===== src/rtl/gqr_pkg.sv =====
// ----------------------------------------------------------------------------
// gqr_pkg
// Shared types, constants and arithmetic helpers for the Givens QR solver.
// ----------------------------------------------------------------------------
`default_nettype none

package gqr_pkg;

    localparam int DATA_W    = 32;
    localparam int CFG_W     = 5;
    localparam int OUT_IDX_W = 4;

    typedef enum logic {
        K_MAT,
        K_RHS
    } t_kind;

    typedef struct packed {
        t_kind kind;
        logic  last;
    } t_ctl;

    function automatic logic signed [31:0] sat32(input logic signed [63:0] v);
        logic signed [31:0] r;
        if (v > 64'sd2147483647) begin
            r = 32'sh7fffffff;
        end else if (v < -64'sd2147483648) begin
            r = 32'sh80000000;
        end else begin
            r = v[31:0];
        end
        return r;
    endfunction

    function automatic logic [63:0] abs64(input logic signed [63:0] v);
        logic [63:0] r;
        r = v[63] ? 64'(-v) : 64'(v);
        return r;
    endfunction

endpackage

`default_nettype wire


===== src/rtl/gqr_front.sv =====
// ----------------------------------------------------------------------------
// gqr_front
// Input side: tracks the load position and tags each transfer as matrix
// entry or right-hand-side entry, marking the final one of the run.
// ----------------------------------------------------------------------------
`default_nettype none

module gqr_front
    import gqr_pkg::*;
#(
    parameter int MAX_N = 16
) (
    input  wire logic                         i_clk,
    input  wire logic                         i_rst_n,
    input  wire logic [$clog2(MAX_N+1)-1:0]   i_n,
    input  wire logic                         i_clear,
    input  wire logic                         i_tvalid,
    output logic                              o_tready,
    input  wire logic [DATA_W-1:0]            i_tdata,
    input  wire logic                         i_full,
    output logic                              o_push,
    output t_ctl                              o_ctl,
    output logic [$clog2(MAX_N)-1:0]          o_row,
    output logic [$clog2(MAX_N)-1:0]          o_col,
    output logic [DATA_W-1:0]                 o_data
);

    localparam int IW = $clog2(MAX_N);
    localparam int NW = $clog2(MAX_N+1);

    logic [NW-1:0] r_row;
    logic [NW-1:0] r_col;
    logic          r_rhs;
    logic          row_end;
    logic          col_end;

    assign o_tready   = !i_full;
    assign o_push     = i_tvalid && !i_full;
    assign row_end    = (r_row + 1'b1 == i_n);
    assign col_end    = (r_col + 1'b1 == i_n);
    assign o_ctl.kind = r_rhs ? K_RHS : K_MAT;
    assign o_ctl.last = r_rhs && row_end;
    assign o_row      = r_row[IW-1:0];
    assign o_col      = r_col[IW-1:0];
    assign o_data     = i_tdata;

    always_ff @(posedge i_clk) begin
        if (!i_rst_n || i_clear) begin
            r_row <= '0;
            r_col <= '0;
            r_rhs <= 1'b0;
        end else if (o_push) begin
            if (r_rhs) begin
                r_row <= row_end ? '0 : r_row + 1'b1;
                r_rhs <= !row_end;
            end else if (col_end) begin
                r_col <= '0;
                r_row <= row_end ? '0 : r_row + 1'b1;
                r_rhs <= row_end;
            end else begin
                r_col <= r_col + 1'b1;
            end
        end
    end

endmodule

`default_nettype wire


===== config.mk =====
export PLATFORM = sky130hd
export DESIGN_NAME = gqr_front
export DESIGN_NICKNAME = d
export VERILOG_FILES = /design/src/rtl/gqr_pkg.sv /design/src/rtl/gqr_front.sv
export SDC_FILE = /design/constraint.sdc
export NUM_CORES = 1
export LEC_CHECK = 0
export BUFFER_PORTS_ARGS = -buffer_cell sky130_fd_sc_hd__buf_2
export CORE_MARGIN = 2
export CORE_UTILIZATION = 40
export CTS_BUF_LIST = sky130_fd_sc_hd__clkbuf_4 sky130_fd_sc_hd__clkbuf_8 sky130_fd_sc_hd__clkbuf_16
export CTS_CLUSTER_DIAMETER = 150
export DETAILED_ROUTE_END_ITERATION = 16
export PLACE_DENSITY = 0.86
export SLEW_MARGIN = 20
export SYNTH_ARGS = -nofsm -noshare
export SYNTH_HDL_FRONTEND = slang
export SYNTH_SLANG_ARGS = --single-unit

===== constraint.sdc =====
create_clock -name i_clk -period 4.53 [get_ports i_clk]
set_clock_uncertainty 0.05 [all_clocks]
set_input_delay 0.6795 -clock i_clk [delete_from_list [all_inputs] [get_ports i_clk]]
set_output_delay 0.6795 -clock i_clk [all_outputs]
set_load 0.01 [all_outputs]

==> key figures <==
Yosys
  • Syn. warnings: 0
  • EDFF count, synth: 0
  • Syn Inst Count: 143
  • Synth Area per Inst: around 8 um2
  • Post-synthesis sequential area ratio: 0.194
  • Ys flop type: dfxtp_1
  • Synth Cell Area: 1130 um2
  • Asr flop ratio synth: 0
  • Post-Syn Nets: 187
  • Synth cell types: 37
  • Flops & latches, synth: 11

Outcome
  • Status: complete, no violations

Clock network
  • Worst-skew pair later-pin latency: 0.28 ns
  • Post-CTS sizing: 0
  • Clock Sink Count: 11
  • Clock Path Buffers: 2
  • Clk slew on worst S/H paths: 0.08 ns
  • Root Driver: clkbuf_4
  • TritonCTS clock tree: done
  • Post-CTS setup buffers: 0
  • # H-tree levels: 1
  • CTS Buf Count: 3
  • Hold_buf cts: 0

Placed design
  • Detailed placement HPWL: 1.56 mm
  • Global placer's final weighted congestion: around 0.85
  • IO buf count: 21
  • Placed cell count: approximately 150
  • Placed Area: 960 um2

Setup path
  • Highest-delay cell along the critical path: dfxtp_1
  • Crit path buf inv count: 1
  • Critical path cell sequence: ha_1, nand3_1, xnor2_1, and3_4, and2_2, buf_2
  • Worst setup EP type: primary output
  • Slowest stage delay, CP: 0.43 ns
  • Crit path kind: flop to primary output
  • Critical Path RT: 3.80 ns
  • Crit path max fanout: 6
  • Startpoint types: flop
  • WP data arrival: 2.02 ns
  • Crit path max-delay family: simple AND/OR/NAND/NOR gates

Power and ir drop
  • Final Total Pwr: 0.205 mW
  • Sequential share of power: 0.477
  • P_int: 0.149 mW
  • Switching power of the nets: about 0.056 mW
  • Leak: 0.386 nW
  • Pwr/cell area: 207 nW/um2
  • Clock Power Share: 0.376
  • Comb pwr share: 0.147
  • Worst vdd ir: 0.101 mV
  • Sw frac: 0.272

Final layout
  • Final net count: around 170
  • Layout cells sized above 1: 0.258
  • Commonest cells after routing, fill and taps aside: buf_2, dfxtp_1, a21oi_1, xnor2_1
  • Final non-filler cell area: 990 um2
  • Non-Filler Instances: 155
  • Most common cell after layout, fill and taps aside: buf_2
  • Ant. Diodes: 0
  • Area Growth Syn to Fin: -12.6%

Timing
  • Hold slack: 0.443 ns
  • Max_slew headroom: 0.458
  • Setup-failing EPs final: 0
  • Slew of the pin with the lowest slew margin: 0.810 ns
  • Max Freq: between 300 and 400 MHz
  • Final hold vios: 0
  • RSZ-0062 raised after global routing: no
  • Max-slew violation count: 0
  • Fin crit share: 0.607
  • Setup_tns: 0 ns
  • Period minus WS final: 2.75 ns

Route
  • DRT iter0 DRCs: 46
  • # DRC: 0
  • Post-Route WL: 2.06 mm
  • Vias: roughly 860
  • Post-route ant nets: 0
  • Wire per inst: 13.3 um
  • Number of vias per cell: 5.54
  • Detailed-router iteration count before antenna repair: 4

Global routing
  • Largest net degree at the start of global routing: 12
  • First-pass GRT wire length: 3.26 mm
  • Congestion Overflow GR: 0
  • Initial antenna violation count: 0
  • Gr usage total: 0.130
  • Vias in the first global route: 755

Floorplanning
  • Rows: 19
  • Initial Util: 0.414
  • Die height: 57.2 um
  • # IOs: 86
  • Die Area: 3270 um2
  • Die X: approximately 57 um
  • CORE AREA: roughly 2700 um2

Job
  • Max-Cap Viols: 0

Hold path
  • Hold Path Class: flop to flop
worst reg2reg max path: stages, from the launching register on:
cell and delay [ns]:
dfxtp_1 0.43, ha_1 0.29, nand3_1 0.15, o21ai_0 0.25, a31oi_1 0.33, or4b_1 0.58, a21oi_1 0.15
registers in the layout, indices dropped and copies added, names as in the netlist:
signal,flops
r_col,5
r_row,5
r_rhs,1
kinds of logic after synthesis:
logic type | synth area share
AOI/OAI and AO/OA | 0.162
DFF | 0.194
buffers and inverters | 0.299
xor gates and xnor gates | 0.107
adders and majority gates | 0.0221
and+or+nand+nor | 0.214
metal layers:
metal | GRT usage | part of all wire | vias up
li1 | - | - | 423
met2 | 0.202 | 0.46 | 27
met4 | 0.113 | 0.028 | 0
met5 | 0 | 0 | -
met1 | 0.150 | 0.46 | 402
met3 | 0.0295 | 0.058 | 6
cell usage after synthesis (2+ instances only):
cell type	number	area, um2
o21ai_0	6	30.0
buf_4	41	308
nor3_1	5	25.0
nor2b_1	4	25.0
nand3_1	7	35.0
nand2_1	7	26.3
nor2_1	2	7.51
inv_1	4	15.0
xor2_1	3	26.3
o211ai_1	2	15.0
o22ai_1	2	12.5
nor3b_1	3	22.5
a31oi_1	3	18.8
xnor2_1	8	70.1
o41ai_1	2	17.5
a21oi_1	9	45.0
ha_1	2	25.0
clkbuf_1	2	7.51
or4_1	3	22.5
dfxtp_1	11	220
final timing paths:
kind | depth (start not counted) | slack, ns | endpoint | start
worst max-delay path | 6 | 1.78 | o_ctl[0] | r_row[0]$_SDFFE_PP0P_
worst min-delay path | 2 | 0.44 | r_col[1]$_SDFFE_PP0P_ | r_col[1]$_SDFFE_PP0P_
worst max register to register | 6 | 2.23 | r_row[1]$_SDFFE_PP0P_ | r_col[0]$_SDFFE_PP0P_
worst min register to register | 2 | 0.44 | r_col[1]$_SDFFE_PP0P_ | r_col[1]$_SDFFE_PP0P_
power groups by stage:
stage	Combinational [mW]	Sequential, mW	Clock, mW
after floorplan	0.0490	0.0998	0
after global placement	0.0291	0.0999	0
after detailed placement	0.0300	0.0999	0
after CTS	0.0300	0.0976	0.0777
after global routing	0.0332	0.0977	0.0828
final	0.0300	0.0976	0.0769
final cells by class:
cell class,instances,area (um2)
fill,281,1740
multi-input combinational,83,573
sequential,11,220
timing repair buffer,22,113
tap,31,38.8
clock buffer,4,30.0
inverter,4,15.0
metrics by stage:
stage          worst slack, ns   util
2_1_floorplan             2.17      -
3_3_place_gp              1.92  0.351
3_5_place_dp              1.89  0.351
4_1_cts                   1.79  0.362
5_1_grt                   1.60  0.362
6_report                  1.78  0.362
No activity file was read; power rests on OpenSTA's default activity.
