## src/rtl/gqr_pkg.sv

```systemverilog
// ----------------------------------------------------------------------------
// gqr_pkg
// Shared types, constants and arithmetic helpers for the Givens QR solver.
// ----------------------------------------------------------------------------
`default_nettype none

package gqr_pkg;

    localparam int DATA_W    = 32;
    localparam int CFG_W     = 5;
    localparam int OUT_IDX_W = 4;

    typedef enum logic {
        K_MAT,
        K_RHS
    } t_kind;

    typedef struct packed {
        t_kind kind;
        logic  last;
    } t_ctl;

    function automatic logic signed [31:0] sat32(input logic signed [63:0] v);
        logic signed [31:0] r;
        if (v > 64'sd2147483647) begin
            r = 32'sh7fffffff;
        end else if (v < -64'sd2147483648) begin
            r = 32'sh80000000;
        end else begin
            r = v[31:0];
        end
        return r;
    endfunction

    function automatic logic [63:0] abs64(input logic signed [63:0] v);
        logic [63:0] r;
        r = v[63] ? 64'(-v) : 64'(v);
        return r;
    endfunction

endpackage

`default_nettype wire

```

## src/rtl/gqr_fifo.sv

```systemverilog
// ----------------------------------------------------------------------------
// gqr_fifo
// Four-entry queue between the loader front and the solver back end.
// ----------------------------------------------------------------------------
`default_nettype none

module gqr_fifo
    import gqr_pkg::*;
#(
    parameter int W = 40
) (
    input  wire logic         i_clk,
    input  wire logic         i_rst_n,
    input  wire logic         i_push,
    input  wire logic [W-1:0] i_data,
    output logic              o_full,
    output logic              o_valid,
    input  wire logic         i_pop,
    output logic [W-1:0]      o_data
);

    localparam int DEPTH = 4;
    localparam int PW    = $clog2(DEPTH);

    logic [W-1:0]  r_mem [DEPTH];
    logic [PW-1:0] r_wp;
    logic [PW-1:0] r_rp;
    logic [PW:0]   r_cnt;
    logic          do_push;
    logic          do_pop;

    assign o_full  = (r_cnt == (PW+1)'(DEPTH));
    assign o_valid = (r_cnt != '0);
    assign o_data  = r_mem[r_rp];
    assign do_push = i_push && !o_full;
    assign do_pop  = i_pop && o_valid;

    always_ff @(posedge i_clk) begin
        if (do_push) begin
            r_mem[r_wp] <= i_data;
        end
        if (!i_rst_n) begin
            r_wp  <= '0;
            r_rp  <= '0;
            r_cnt <= '0;
        end else begin
            if (do_push) begin
                r_wp <= r_wp + 1'b1;
            end
            if (do_pop) begin
                r_rp <= r_rp + 1'b1;
            end
            r_cnt <= r_cnt + (PW+1)'(do_push) - (PW+1)'(do_pop);
        end
    end

endmodule

`default_nettype wire

```

## config.mk

```make
export PLATFORM = sky130hd
export DESIGN_NAME = gqr_fifo
export DESIGN_NICKNAME = d
export VERILOG_FILES = /design/src/rtl/gqr_pkg.sv /design/src/rtl/gqr_fifo.sv
export SDC_FILE = /design/constraint.sdc
export NUM_CORES = 1
export LEC_CHECK = 0
export ABC_CLOCK_PERIOD_IN_PS = 3400
export BUFFER_PORTS_ARGS = -buffer_cell sky130_fd_sc_hd__buf_2
export CORE_ASPECT_RATIO = 0.5
export CORE_UTILIZATION = 45
export CTS_CLUSTER_DIAMETER = 40
export CTS_CLUSTER_SIZE = 40
export DETAILED_ROUTE_END_ITERATION = 8
export GPL_TIMING_DRIVEN = 0
export HOLD_SLACK_MARGIN = 0.08
export PLACE_DENSITY = 0.69
export SYNTH_ARGS = -nofsm -noshare
export SYNTH_HDL_FRONTEND = slang
export SYNTH_SLANG_ARGS = --single-unit
```

## constraint.sdc

```tcl
create_clock -name i_clk -period 3.4 [get_ports i_clk]
set_input_delay 0.34 -clock i_clk [delete_from_list [all_inputs] [get_ports i_clk]]
set_output_delay 0.34 -clock i_clk [all_outputs]
set_load 0.01 [all_outputs]
```

==> run metrics, run 1 <==
pre-CTS setup slack=1.002 ns; Mapped Nets=308; clock transition at the registers of the reported paths=0.07 ns; Slew Viols, Final=0; Multi-input gate area=1184 µm²; drt total wl=10510 µm; r2r endpoint=r_cnt[2]$_SDFF_PN0_; simple-gate share of the synthesized area=1.626%; Post-Route Skew=0.006196 ns; P_sw=1523 µW; H-tree levels=4; Hold Crit Start=i_data[14]; CP endpoint kind=flop; Final Non-Filler Cells=569; register-to-register setup slack=1.01 ns; Clock Path Buffers=2; Hold-fix buffers, CTS=0; Worst-Skew Late Latency=0.42 ns; Post-CTS Resized=0; period utilisation layout=70.40%; # clock sinks=169; Synth area leaders=edfxtp_1, mux4_2, dfxtp_1; first-pass GRT wire length=16470 µm; maximum vdd drop=0.3774 mV; post-layout worst setup margin=1.006 ns; 1st-pass router iterations=4; Crit Path Max Fanout=7; Floorplan Core Area=13630 µm²; Setup Crit Path Kind=flop to flop; Post-CTS Setup Inserts=0; Num CTS Buffers=17; total die area=14530 µm²; WL/cell=18.46 µm; Clk network pwr share=34.3%; Comb power frac=22.2%; DRT iter0 DRCs=133; register area share after synthesis=79.02%; GRT Overall Usage=15.79%; Die W=169.4 µm; post-route ant nets=0; initial antenna violation count=0; Slew @ Worst Pin=0.5909 ns; Final #Nets=415; Slew HR=60.60%; ANT cells=0; mapped cell area=6309 µm²; Fin. Hold Viols=0; synthesized area per cell=24.55 µm²; DR DRC count=0; largest net degree at the start of global routing=23; Synth top area share=76.16%; Ports=86; reg-to-reg startpoint=r_cnt[1]$_SDFF_PN0_; final setup vio count=0; root buffer cell=clkbuf_16; Adder-Cell Fraction of Synth Area=1.507%; cell count after synthesis=257; CTS tree=yes; R2R depth=12; max_cap viols=0; Starting Density=46.30%; synth warn=0; sequential standard cell area=4985 µm²; TNS Setup=0 ns; f_max=0.4178 GHz; vias in the first global route=3111; DR vias=2849; power density cells=775.4 nW/µm²; P&R area growth vs syn=22.37%; dpl cells=537; Final Wtd Congestion=0.6412; area fraction in compound gates after synthesis=0.3967%; post-synthesis cell type count=19; Sequential Power Share=43.5%; mux cell area share after synthesis=14.60%; hold endpoint=r_mem[3][14]$_DFFE_PP_; FP Rows=30; Tightest Hold Check Type=input port to flop; FF+latch count, synth=169; leakage power=0.002642 µW; DIE HEIGHT=85.73 µm; Post-Synth XOR/XNOR Area=0.5553%; Fillers=1020; Data arrival, critical path=2.70 ns; hold path depth=1; Worst EP required=3.71 ns; port bufs=84; Yosys top cell by area=edfxtp_1; status=finished, final reports clean; Post-DP HPWL=6806 µm; RSZ-0062 raised after global routing=false; vias per inst=5.007; sw frac=25.45%; largest family of logic cells by synthesized area=multiplexers; Critical Path Start Type=flop; gr ovfl total=0; fraction of layout cells with a size suffix above 1=46.68%; min Tclk post-route=2.394 ns; Int Pwr=4463 µW
[placed cells by master (no fill, tap or decap)]
cell        Yosys  layout
or3_1           1       1
xnor2_1         4       4
clkbuf_16       0      17
o31a_1          1       1
clkinv_2        0       1
edfxtp_1      160     160
nor3b_2         1       1
clkinvlp_4      0       2
and2_2          0       4
buf_6           2       2
bufinv_16       0       4
inv_1           5       5
buf_16          0       4
inv_6           0       7
nand2_1         4       4
fa_1            1       1
and2_1          7       3
mux2i_1         2       2
o311ai_2        1       1
dfxtp_1         9       9
clkbuf_1        1       1
ha_1            6       6
nor2b_1         4       4
buf_2           4      88
mux4_2         40      40
clkinv_4        0       1
buf_12          4       4
[cells by family (layout without fill, tap and decap cells)]
family                     after synthesis  after routing
xor gates and xnor gates                 4              4
DFF                                    169            169
adders and majority gates                7              7
AOI/OAI and AO/OA                        2              2
muxes                                   42             42
buffers and inverters                   16            136
and+or+nand+nor                         17             17
[through the flow]
step                utilization (%)  total power [µW]  area, µm²  hold slack (ns)
detailed placement            51.99              4012       7084           0.4982
global placement              51.15              3909       6969           0.4748
finish                        56.66              5986       7720           0.1328
CTS                           56.66              6065       7720           0.1185
global route                  56.66              6233       7720           0.1184
floorplan                         -              3531       6309           0.4389
[how the worst max path moves through the flow]
stage	from	slack, ns	endpoint	cells past startpoint
floorplan	r_cnt[2]$_SDFF_PN0_	1.17	r_cnt[2]$_SDFF_PN0_	12
global placement	r_cnt[1]$_SDFF_PN0_	0.59	r_mem[0][1]$_DFFE_PP_	4
detailed placement	r_cnt[1]$_SDFF_PN0_	1.00	r_cnt[2]$_SDFF_PN0_	12
CTS	r_cnt[1]$_SDFF_PN0_	0.98	r_cnt[2]$_SDFF_PN0_	12
global route	r_cnt[1]$_SDFF_PN0_	0.83	r_cnt[2]$_SDFF_PN0_	12
finish	r_cnt[1]$_SDFF_PN0_	1.01	r_cnt[2]$_SDFF_PN0_	12
[synth_stat cells (all sizes together)]
master,count
o311ai,1
nand2,4
o31a,1
nor3b,1
fa,1
or3,1
and2,7
buf,10
mux4,40
dfxtp,9
xnor2,4
edfxtp,160
nor2b,4
mux2i,2
clkbuf,1
ha,6
inv,5
[state kept, by name, summed over array words and instances, names as in the netlist, named ones only]
name / cells
r_rp: 2
r_wp: 2
r_cnt: 3
r_mem: 160
[power by group through the flow]
stage / logic (µW) / clock network, µW / registers [µW]
6_report: 1330 / 2050 / 2610
2_1_floorplan: 901 / 0 / 2630
3_5_place_dp: 1360 / 0 / 2650
3_3_place_gp: 1270 / 0 / 2640
5_1_grt: 1440 / 2170 / 2620
4_1_cts: 1370 / 2090 / 2610
[critical path, stage by stage (launching register included)]
cell     delay (ns)
dfxtp_1        0.49
nor3b_2        0.09
nor2b_1        0.15
buf_6          0.14
inv_1          0.05
ha_1           0.28
inv_1          0.07
ha_1           0.14
inv_1          0.05
fa_1           0.38
xnor2_1        0.15
xnor2_1        0.13
and2_1         0.16
[metal layers]
layer  GRT usage [%]  share of wire, %  vias up
li1                -                 -     1291
met1           19.40                43     1492
met2           26.71                52       58
met3           4.476               4.1        8
met4           6.634               1.0        0
met5               0                 0        -
[area by class of cell]
type,count,area share (%)
clock inverter,15,2.723
timing repair buffer,88,6.872
clock buffer,17,5.511
sequential,169,64.57
buffer,11,1.637
inverter,5,0.2431
multi-input combinational,72,15.33
tap,192,3.112
Power figures use the tool's default switching activity.
==> run 2: changes to the inputs <==
--- a/config.mk
+++ b/config.mk
@@ -5,7 +5,7 @@
 export SDC_FILE = /design/constraint.sdc
 export NUM_CORES = 1
 export LEC_CHECK = 0
-export ABC_CLOCK_PERIOD_IN_PS = 3400
+export ABC_CLOCK_PERIOD_IN_PS = 2400
 export BUFFER_PORTS_ARGS = -buffer_cell sky130_fd_sc_hd__buf_2
 export CORE_ASPECT_RATIO = 0.5
 export CORE_UTILIZATION = 45
==> constraint.sdc (replaced) <==
create_clock -name i_clk -period 2.4 [get_ports i_clk]
set_input_delay 0.24 -clock i_clk [delete_from_list [all_inputs] [get_ports i_clk]]
set_output_delay 0.24 -clock i_clk [all_outputs]
set_load 0.01 [all_outputs]
==> run metrics, run 2 (synthesis gave the netlist of run 1 again) <==
gr ovfl total=0; Post-DP HPWL=6806 µm; post-route core utilization=59.70%; placed cell area=7084 µm²; hold endpoint=r_cnt[1]$_SDFF_PN0_; family with the most delay on the worst path=adder cells; Worst EP required=2.71 ns; Post-Route Skew=0.007220 ns; Num CTS Buffers=17; worst path bufs/invs=4; Setup Crit Path Kind=flop to flop; largest net degree at the start of global routing=23; DRT iter0 DRCs=110; min Tclk post-route=2.291 ns; most flop-heavy register=r_mem; maximum vdd drop=0.5129 mV; met1 wire length=4783 µm; final instance area=8134 µm²; R2R depth=12; TNS Setup=0 ns; Final Wtd Congestion=0.6412; # clock sinks=169; period utilisation layout=95.46%; 1st-pass router iterations=4; clock transition at the registers of the reported paths=0.06 ns; WL/cell=17.95 µm; drt total wl=10930 µm; Crit Path Max Fanout=7; Fillers=991; r2r endpoint=r_cnt[2]$_SDFF_PN0_; Final #Nets=455; Tightest Hold Check Type=input port to flop; final setup vio count=0; ANT cells=0; max layer used=met4; WHS=0.2121 ns; cells along the critical path=nor3b_2 > nor2b_1 > buf_6 > inv_1 > ha_1 > inv_1 > ha_1 > inv_1 > fa_2 > xnor2_2 > xnor2_1 > and2_1; most common cell after layout, fill and taps aside=edfxtp_1; vias in the first global route=3307; status=finished, final reports clean; Worst-Skew Late Latency=0.42 ns; Ports=86; vias per inst=4.972; Slew @ Worst Pin=0.5963 ns; commonest non-fill, non-tap cells in the layout=edfxtp_1, buf_2, mux4_2, dlygate4sd3_1, clkbuf_16; RSZ-0062 raised after global routing=false; DR DRC count=0; post-route ant nets=0; initial antenna violation count=0; crit-path most repeated cell=inv_1; Slew Viols, Final=0; Data arrival, critical path=2.60 ns; FP Rows=30; Critical Path Start Type=flop; P&R area growth vs syn=28.94%; hold path depth=2; CTS tree=yes; DR vias=3028; Fin. Hold Viols=0; fraction of layout cells with a size suffix above 1=43.41%; max_cap viols=0; CP endpoint kind=flop; total die area=14530 µm²; Hold Crit Start=i_rst_n; Slowest cell on crit path=dfxtp_2; post-layout worst setup margin=0.1090 ns; WL met2=5632 µm; DIE HEIGHT=85.73 µm; power density cells=1054 nW/µm²; max reg flops=160; H-tree levels=4; Largest regs=r_mem: 160 flops, r_cnt: 3 flops; port bufs=84; root buffer cell=clkbuf_16; leakage power=0.002812 µW; Die W=169.4 µm; CP peak stage delay=0.35 ns; pre-CTS setup slack=0.002024 ns; Slew HR=60.24%; f_max=0.4365 GHz; reg-to-reg startpoint=r_cnt[2]$_SDFF_PN0_; GRT Overall Usage=16.45%; first-pass GRT wire length=17350 µm; Floorplan Core Area=13630 µm²; metal3 WL=398 µm; Post-CTS Setup Inserts=0; register-to-register setup slack=0.11 ns; Starting Density=46.30%; Clock Path Buffers=2
[run 2: changes by cell type in the layout (fill, tap and decap cells not counted), sizes merged]
cell | previous run | this run
dlygate4sd3 | 0 | 40
[run 2: area by class of cell]
cell class	count	area (µm²)	share of cell area, %
inverters	5	18.77	0.2307
well taps	192	240.2	2.953
repair buffers	128	930.9	11.44
clock buffers	17	425.4	5.230
plain buffers	11	126.4	1.554
flip-flops and latches	169	4989	61.33
clock inverters	15	210.2	2.584
multi-input cells	72	1194	14.67
[run 2: worst max path at each step]
stage / from / to / cells after the start
after floorplan: r_cnt[2]$_SDFF_PN0_ / r_cnt[2]$_SDFF_PN0_ / 12
after global placement: r_cnt[1]$_SDFF_PN0_ / r_mem[0][1]$_DFFE_PP_ / 4
after detailed placement: r_cnt[1]$_SDFF_PN0_ / r_cnt[2]$_SDFF_PN0_ / 12
after CTS: r_cnt[2]$_SDFF_PN0_ / r_cnt[2]$_SDFF_PN0_ / 12
after global routing: r_cnt[2]$_SDFF_PN0_ / r_cnt[2]$_SDFF_PN0_ / 12
final: r_cnt[2]$_SDFF_PN0_ / r_cnt[2]$_SDFF_PN0_ / 12
[run 2: routing by layer]
layer | vias to the layer above | global-route usage (%)
li1 | 1370 | -
met1 | 1594 | 20.57
met2 | 55 | 27.91
met3 | 9 | 4.199
met4 | 0 | 6.634
met5 | - | 0
[run 2: repair_timing]
item | in CTS | in global routing
setup endpoints to repair | 1 | 1
resized for setup | 1 | 4
gates cloned | 0 | 0
hold buffers | 40 | 0
hold endpoints to repair | 160 | 0
[run 2: metrics by stage]
stage                     std cells  total power [µW]
after detailed placement        537              5684
after global placement          533              5537
after global routing            609              8917
final                           609              8573
after CTS                       609              8647
after floorplan                 257              5002
[run 2: power by group]
part           switching (µW)  internal (µW)  total, µW
Clock                    1150           1770       2920
Combinational             920           1040       1960
Sequential                117           3580       3700
[run 2: worst reg2reg max path: cells and delay by family (launching register included)]
kind,cells,cell delay (ns)
xor+xnor,2,0.26
fa+ha+maj,3,0.78
buf+inv,4,0.31
flops,1,0.35
simple gates,3,0.47
